## src/rtl/swtp_pkg.sv

```systemverilog
`timescale 1ns / 1ps

package swtp_pkg;

    // Number of slots, slot 0 included. Slot 0 is reserved and never handed out.
    localparam int SLOTS  = 8;
    localparam int SLOT_W = (SLOTS > 1) ? $clog2(SLOTS) : 1;
    localparam int FREE_W = $clog2(SLOTS);
    localparam int ID_W   = 8;
    localparam int CNT_W  = 16;

    localparam logic [ID_W-1:0] ID_BASE = ID_W'(100);

    typedef enum logic [1:0] {
        CMD_TICK    = 2'd0,
        CMD_BEGIN   = 2'd1,
        CMD_CHECK   = 2'd2,
        CMD_RELEASE = 2'd3
    } t_cmd;

    typedef struct packed {
        t_cmd            cmd;
        logic [ID_W-1:0] timer_id;
    } t_item;

    typedef struct packed {
        logic             valid;
        logic [CNT_W-1:0] value;
    } t_reply;

    typedef struct packed {
        logic [SLOTS-1:0]  active;
        logic [FREE_W-1:0] free_cnt;
    } t_status;

endpackage

```

## src/rtl/swtp_in_stage.sv

```systemverilog
`timescale 1ns / 1ps

// Input register. It refills in the same cycle it is drained.
module swtp_in_stage (
    input  logic                i_clk,
    input  logic                i_rst_n,
    input  logic                i_in_valid,
    input  logic [1:0]          i_cmd,
    input  logic [7:0]          i_timer_id,
    output logic                o_in_stall,
    input  logic                i_consume,
    output logic                o_valid,
    output swtp_pkg::t_item     o_item
);

    logic            r_valid;
    logic            n_valid;
    swtp_pkg::t_item r_item;
    logic            w_load;

    assign o_in_stall = r_valid && !i_consume;
    assign w_load     = i_in_valid && !o_in_stall;
    assign n_valid    = w_load || (r_valid && !i_consume);

    always_ff @(posedge i_clk) begin
        if (!i_rst_n) begin
            r_valid <= 1'b0;
        end else begin
            r_valid <= n_valid;
        end
    end

    always_ff @(posedge i_clk) begin
        if (w_load) begin
            r_item.cmd      <= swtp_pkg::t_cmd'(i_cmd);
            r_item.timer_id <= i_timer_id;
        end
    end

    assign o_valid = r_valid;
    assign o_item  = r_item;

endmodule

```

## src/rtl/swtp_core.sv

```systemverilog
`timescale 1ns / 1ps

// Slot state and the combinational request logic.
module swtp_core (
    input  logic              i_clk,
    input  logic              i_rst_n,
    input  logic              i_fire,
    input  swtp_pkg::t_item   i_item,
    output swtp_pkg::t_reply  o_reply,
    output swtp_pkg::t_status o_status
);

    logic [swtp_pkg::SLOTS-1:0]  r_active;
    logic [swtp_pkg::SLOTS-1:0]  n_active;
    logic [swtp_pkg::FREE_W-1:0] r_free;
    logic [swtp_pkg::FREE_W-1:0] n_free;
    logic [swtp_pkg::CNT_W-1:0]  r_count [swtp_pkg::SLOTS];
    logic [swtp_pkg::CNT_W-1:0]  n_count [swtp_pkg::SLOTS];

    logic [swtp_pkg::ID_W-1:0]   w_diff;
    logic [swtp_pkg::SLOT_W-1:0] w_slot;
    logic                        w_hit;
    logic [swtp_pkg::SLOT_W-1:0] w_free_idx;
    logic                        w_can_begin;

    // Id to slot: in range when the offset from the id base is below SLOTS.
    assign w_diff = i_item.timer_id - swtp_pkg::ID_BASE;
    assign w_slot = w_diff[swtp_pkg::SLOT_W-1:0];
    assign w_hit  = (i_item.timer_id >= swtp_pkg::ID_BASE)
                 && (w_diff < swtp_pkg::ID_W'(swtp_pkg::SLOTS))
                 && r_active[w_slot];

    // Lowest inactive slot above the reserved one.
    always_comb begin
        w_free_idx = '0;
        for (int i = swtp_pkg::SLOTS - 1; i >= 1; i--) begin
            if (!r_active[i]) begin
                w_free_idx = swtp_pkg::SLOT_W'(i);
            end
        end
    end

    assign w_can_begin = (r_free != '0);

    always_comb begin
        n_active      = r_active;
        n_free        = r_free;
        n_count       = r_count;
        o_reply.valid = 1'b0;
        o_reply.value = '0;
        if (i_fire) begin
            case (i_item.cmd)
                swtp_pkg::CMD_TICK: begin
                    for (int i = 0; i < swtp_pkg::SLOTS; i++) begin
                        if (r_active[i]) begin
                            n_count[i] = r_count[i] + 1'b1;
                        end
                    end
                end
                swtp_pkg::CMD_BEGIN: begin
                    o_reply.valid = 1'b1;
                    if (w_can_begin) begin
                        n_active[w_free_idx] = 1'b1;
                        n_count[w_free_idx]  = '0;
                        n_free               = r_free - 1'b1;
                        o_reply.value        = swtp_pkg::CNT_W'(swtp_pkg::ID_BASE)
                                             + swtp_pkg::CNT_W'(w_free_idx);
                    end
                end
                swtp_pkg::CMD_CHECK, swtp_pkg::CMD_RELEASE: begin
                    o_reply.valid = 1'b1;
                    if (w_hit) begin
                        o_reply.value = r_count[w_slot];
                        if (i_item.cmd == swtp_pkg::CMD_RELEASE) begin
                            n_active[w_slot] = 1'b0;
                            n_count[w_slot]  = '0;
                            n_free           = r_free + 1'b1;
                        end
                    end
                end
                default: begin
                    o_reply.valid = 1'b0;
                end
            endcase
        end
    end

    always_ff @(posedge i_clk) begin
        if (!i_rst_n) begin
            r_active <= '0;
            r_free   <= swtp_pkg::FREE_W'(swtp_pkg::SLOTS - 1);
            for (int i = 0; i < swtp_pkg::SLOTS; i++) begin
                r_count[i] <= '0;
            end
        end else begin
            r_active <= n_active;
            r_free   <= n_free;
            r_count  <= n_count;
        end
    end

    assign o_status.active   = r_active;
    assign o_status.free_cnt = r_free;

endmodule

```

## src/rtl/swtp_out_stage.sv

```systemverilog
`timescale 1ns / 1ps

// Result register. It takes a new reply whenever it is empty or being drained.
module swtp_out_stage (
    input  logic             i_clk,
    input  logic             i_rst_n,
    input  swtp_pkg::t_reply i_reply,
    output logic             o_ready,
    output logic             o_out_valid,
    input  logic             i_out_stall,
    output logic [15:0]      o_reply_value
);

    logic        r_valid;
    logic        n_valid;
    logic [15:0] r_value;
    logic        w_load;

    assign o_ready = !r_valid || !i_out_stall;
    assign w_load  = o_ready && i_reply.valid;
    assign n_valid = o_ready ? i_reply.valid : r_valid;

    always_ff @(posedge i_clk) begin
        if (!i_rst_n) begin
            r_valid <= 1'b0;
        end else begin
            r_valid <= n_valid;
        end
    end

    always_ff @(posedge i_clk) begin
        if (w_load) begin
            r_value <= i_reply.value;
        end
    end

    assign o_out_valid   = r_valid;
    assign o_reply_value = r_value;

endmodule

```

## src/rtl/stopwatch_timer_pool.sv

```systemverilog
`timescale 1ns / 1ps

// Pool of millisecond stopwatch slots with ids 100 + slot; slot 0 is reserved.
// Input channel: i_in_valid / o_in_stall carry one request beat with i_cmd
// (tick, begin, check, release) and i_timer_id. Output channel: o_out_valid /
// i_out_stall carry one reply beat in o_reply_value for every begin, check
// and release; a tick updates the counts and sends no reply.
// A beat is registered on entry, then decoded and applied to the slot state
// from the input register while its reply is registered in the result
// register. One beat is taken every cycle while o_in_stall is low; the
// state update of a beat is visible to the beat right behind it.
// When the receiver stalls, the result register holds its reply. A request
// that would produce a reply then waits in the input register and o_in_stall
// rises; ticks keep draining since they need no result slot.
// Synchronous active-low reset frees every slot, zeroes all counts and empties
// both registers.
module stopwatch_timer_pool (
    input  logic        i_clk,
    input  logic        i_rst_n,
    input  logic        i_in_valid,
    output logic        o_in_stall,
    input  logic [1:0]  i_cmd,
    input  logic [7:0]  i_timer_id,
    output logic        o_out_valid,
    input  logic        i_out_stall,
    output logic [15:0] o_reply_value
);

    logic                     w_req_valid;
    swtp_pkg::t_item          w_req;
    logic                     w_out_ready;
    logic                     w_fire;
    swtp_pkg::t_reply         w_reply;
    swtp_pkg::t_status        w_status;

    swtp_in_stage u_in (
        .i_clk      (i_clk),
        .i_rst_n    (i_rst_n),
        .i_in_valid (i_in_valid),
        .i_cmd      (i_cmd),
        .i_timer_id (i_timer_id),
        .o_in_stall (o_in_stall),
        .i_consume  (w_fire),
        .o_valid    (w_req_valid),
        .o_item     (w_req)
    );

    // A tick never needs the result register; every other command does.
    assign w_fire = w_req_valid && ((w_req.cmd == swtp_pkg::CMD_TICK) || w_out_ready);

    swtp_core u_core (
        .i_clk    (i_clk),
        .i_rst_n  (i_rst_n),
        .i_fire   (w_fire),
        .i_item   (w_req),
        .o_reply  (w_reply),
        .o_status (w_status)
    );

    swtp_out_stage u_out (
        .i_clk         (i_clk),
        .i_rst_n       (i_rst_n),
        .i_reply       (w_reply),
        .o_ready       (w_out_ready),
        .o_out_valid   (o_out_valid),
        .i_out_stall   (i_out_stall),
        .o_reply_value (o_reply_value)
    );

    // The free count always mirrors the number of inactive handout slots.
    a_free_matches: assert property (@(posedge i_clk) disable iff (!i_rst_n)
        ($countones(w_status.active) + int'(w_status.free_cnt)) == (swtp_pkg::SLOTS - 1))
        else $error("free slot count disagrees with active bits");

    // The reserved slot is never handed out.
    a_slot0_idle: assert property (@(posedge i_clk) disable iff (!i_rst_n)
        !w_status.active[0])
        else $error("reserved slot became active");

    // The input side stalls only for a waiting reply-producing request.
    a_stall_cause: assert property (@(posedge i_clk) disable iff (!i_rst_n)
        o_in_stall |-> (w_req_valid && (w_req.cmd != swtp_pkg::CMD_TICK)
                        && o_out_valid && i_out_stall))
        else $error("input stalled without a blocked reply");

    // A tick never produces a reply beat.
    a_tick_silent: assert property (@(posedge i_clk) disable iff (!i_rst_n)
        (w_fire && (w_req.cmd == swtp_pkg::CMD_TICK)) |-> !w_reply.valid)
        else $error("tick produced a reply");

endmodule
```

## config.mk

```make
export PLATFORM = sky130hd
export DESIGN_NAME = stopwatch_timer_pool
export DESIGN_NICKNAME = d
export VERILOG_FILES = /design/src/rtl/swtp_pkg.sv /design/src/rtl/swtp_in_stage.sv /design/src/rtl/swtp_core.sv /design/src/rtl/swtp_out_stage.sv /design/src/rtl/stopwatch_timer_pool.sv
export SDC_FILE = /design/constraint.sdc
export NUM_CORES = 1
export LEC_CHECK = 0
export BUFFER_PORTS_ARGS = -buffer_cell sky130_fd_sc_hd__buf_2
export CORE_UTILIZATION = 55
export DETAILED_ROUTE_END_ITERATION = 7
export PLACE_DENSITY = 0.79
export SYNTH_ARGS = -nofsm -noshare
export SYNTH_HDL_FRONTEND = slang
export SYNTH_SLANG_ARGS = --single-unit
```

## constraint.sdc

```tcl
create_clock -name i_clk -period 3.45 [get_ports i_clk]
set_input_delay 0.345 -clock i_clk [delete_from_list [all_inputs] [get_ports i_clk]]
set_output_delay 0.345 -clock i_clk [all_outputs]
set_load 0.1 [all_outputs]
```

==> flow_metrics.tcl <==
set metrics [dict create \
    insertion_delay_ns 0.44 \
    rrSetupSlack_ns 0.51 \
    portBuffers 31 \
    ys_types 72 \
    synth_top_area_share_pct 28.4 \
    cts_max_level 4 \
    status "complete, no violations" \
    fin_setup_tns_ns 0 \
    ys_ff_latch 167 \
    setup_viol 0 \
    cts_sinks 167 \
    cp-start-kind "register" \
    synthArstFlopShare_pct 0 \
    worstReg2RegEnd "u_core.r_count[114]$_SDFFE_PN0P_" \
    dieWidth_um 137 \
    cts_max_path_buffers 2 \
    diodes 0 \
    skew_ns 0.00885 \
    fin_ws_ns 0.513 \
    rsz0062_at_grt "no" \
    cts_made_buffers 17 \
    dpl.hpwl_mm 21.1 \
    startpoint "u_in.o_item[8]$_DFFE_PP_" \
    crit_path_max_fanout 21 \
    final_cell_area_mm2 0.0109 \
    total_power_uw 4290 \
    detail_route.first_pass.iterations 6 \
    drv_cap 0 \
    rows 48 \
    holdBufCountCts 0 \
    core_area_mm2 0.0175 \
    ant_nets 0 \
    synth_edf_count 26 \
    crit_type "reg2reg" \
    critPathArrivalTime_ns 3.24 \
    cp-end-kind "register" \
    hold_viol 0 \
    nets 1228 \
    synthCells 1206 \
    drv_slew 0 \
    synth_ff_type "dfxtp_1" \
    slew_headroom_pct 30.1 \
    seq_area_frac_synth_pct 36.2 \
    p_leak_uw 0.00350 \
    yosysTopAreaCell "dfxtp_1" \
    placed_cells 1410 \
    post_cts_buffers 0 \
    drtIter0Drc 1262 \
    antenna_found_initial 0 \
    final_layout_size_suffix_gt1_share_pct 15.2 \
    viasPerCell 6.94 \
    r2r_start "u_in.o_item[8]$_DFFE_PP_" \
    routedWlPerCell_um 21.2 \
    route.vias.total 10000 \
    worst_pin_slew_ns 1.04 \
    cts_resized 0 \
    avgSynthCellArea_um2 8.25 \
    overflow 0 \
    cellPowerDensity_mw_per_mm2 394 \
    cp-endpoint "u_core.r_count[114]$_SDFFE_PN0P_" \
    synth.area.top_cells "dfxtp_1, edfxtp_1, mux4_2" \
    drt_wl_total_mm 30.6 \
    finalCriticalPeriod_ns 2.94 \
    grt_pass1_wl_mm 48.8 \
    layout_commonest_cell "nand2_1" \
    grt_usage_pct 34.3 \
    area_growth_syn_to_layout_pct 9.53 \
    syn_nets 1230 \
    die-area_mm2 0.0186 \
    post_dp_cell_area_mm2 0.0103 \
    layout_common_cells "nand2_1, dfxtp_1, o21ai_0, nor2_1, a21oi_1" \
    fin_crit_sh_pct 85.1 \
    grt_max_degree 63 \
    cts-root-buf "clkbuf_16" \
    drc 0 \
    peakVddDrop_mv 0.348 \
    dieHeight_um 137 \
    pre_cts_ws_ns 0.652 \
    reg2reg_depth 9 \
    syn_area_mm2 0.00995 \
    fmax_mhz 340 \
    required_ns 3.76 \
    hold_class "in2reg" \
    initial_core_util_pct 57.0 \
    yosys_warnings 0 \
    boundaryPins 32 \
    clk_pin_slew_ns 0.07 \
    grt_pass1_vias 8835 \
    cts_tree "done" \
    gp_congestion 1.00 \
    final_cells 1442 \
]
[routing by layer]
layer  routed length [um]  vias up  track usage, %
met4                 1520        3            17.3
li1                     -     4597               -
met5                   41        -               0
met1                12100     4688            44.5
met2                13900      601            54.3
met3                 2970      124            6.96
[worst min-delay path by stage]
stage / from / end / depth (start not counted)
2_1_floorplan: u_core.r_count[31]$_SDFFE_PN0P_ / u_core.r_count[31]$_SDFFE_PN0P_ / 2
3_3_place_gp: u_core.r_count[31]$_SDFFE_PN0P_ / u_core.r_count[31]$_SDFFE_PN0P_ / 2
3_5_place_dp: u_core.r_count[79]$_SDFFE_PN0P_ / u_core.r_count[79]$_SDFFE_PN0P_ / 2
4_1_cts: i_timer_id[3] / u_in.o_item[3]$_DFFE_PP_ / 1
5_1_grt: i_timer_id[3] / u_in.o_item[3]$_DFFE_PP_ / 1
6_report: i_timer_id[7] / u_in.o_item[7]$_DFFE_PP_ / 1
[power by group]
group          switching, uW  internal, uW
sequential              21.4          1990
combinational            257          94.1
clock                    802          1120
total                   1080          3210
[synth_stat cells, types with 6 or more instances]
cell type,count
a21oi_1,83
o21ai_0,104
mux4_2,32
or2_2,7
or4_1,24
o31a_1,7
nand4_1,28
nor2b_1,7
o31ai_1,10
nor4_1,11
dfxtp_1,141
nor2_1,93
and3_1,12
or3_1,20
o22ai_1,6
nand3_1,53
buf_2,20
and4_1,7
nand2_1,156
nor3_1,63
edfxtp_1,26
buf_1,8
clkbuf_1,59
inv_1,27
o211ai_1,12
a31oi_1,31
ha_1,9
o21a_1,13
o221a_2,35
nand4b_1,7
nand2b_1,8
[flip-flops by register name, summed over array words and instances (netlist names)]
| signal | count |
|---|---|
| u_in.o_item | 10 |
| u_core.r_free | 3 |
| u_out.o_out_valid | 1 |
| u_in.o_valid | 1 |
| u_core.r_count | 128 |
| u_core.r_active | 8 |
| u_out.o_reply_value | 16 |
[worst max-delay path, cell delays in order, from the launching register on]
cell and delay, ns:
edfxtp_1 0.64, or2_2 0.56, buf_4 0.29, o211ai_1 0.10, buf_4 0.21, nor3_1 0.15, a21oi_1 0.10, buf_4 0.24
a21oi_1 0.32, o221ai_1 0.18
[cell type report]
class	instances	area (um2)
flip-flops and latches	167	3600
repair buffers	66	433
well taps	225	282
multi-input cells	925	5900
clock buffers	25	485
clock inverters	7	95.1
inverters	27	101
fillers	1434	6570
[kinds of logic (layout without fill, tap and decap cells)]
family / count (synthesis) / after routing / synth area share (%)
adder cells (fa/ha/maj): 10 / 10 / 1.33
flip-flops: 167 / 167 / 36.2
AO/OA/AOI/OAI: 352 / 352 / 23.3
buffers and inverters: 114 / 125 / 4.55
multiplexers: 42 / 42 / 8.31
XOR/XNOR: 1 / 1 / 0.0880
AND/OR/NAND/NOR: 520 / 520 / 26.2
[through the flow]
step / util, % / hold slack, ns
after floorplan: - / 0.441
after global placement: 59.1 / 0.453
after detailed placement: 59.1 / 0.475
after CTS: 62.4 / 0.0716
after global routing: 62.4 / 0.0681
final: 62.4 / 0.0733
No activity file was read; power rests on OpenSTA's default activity.
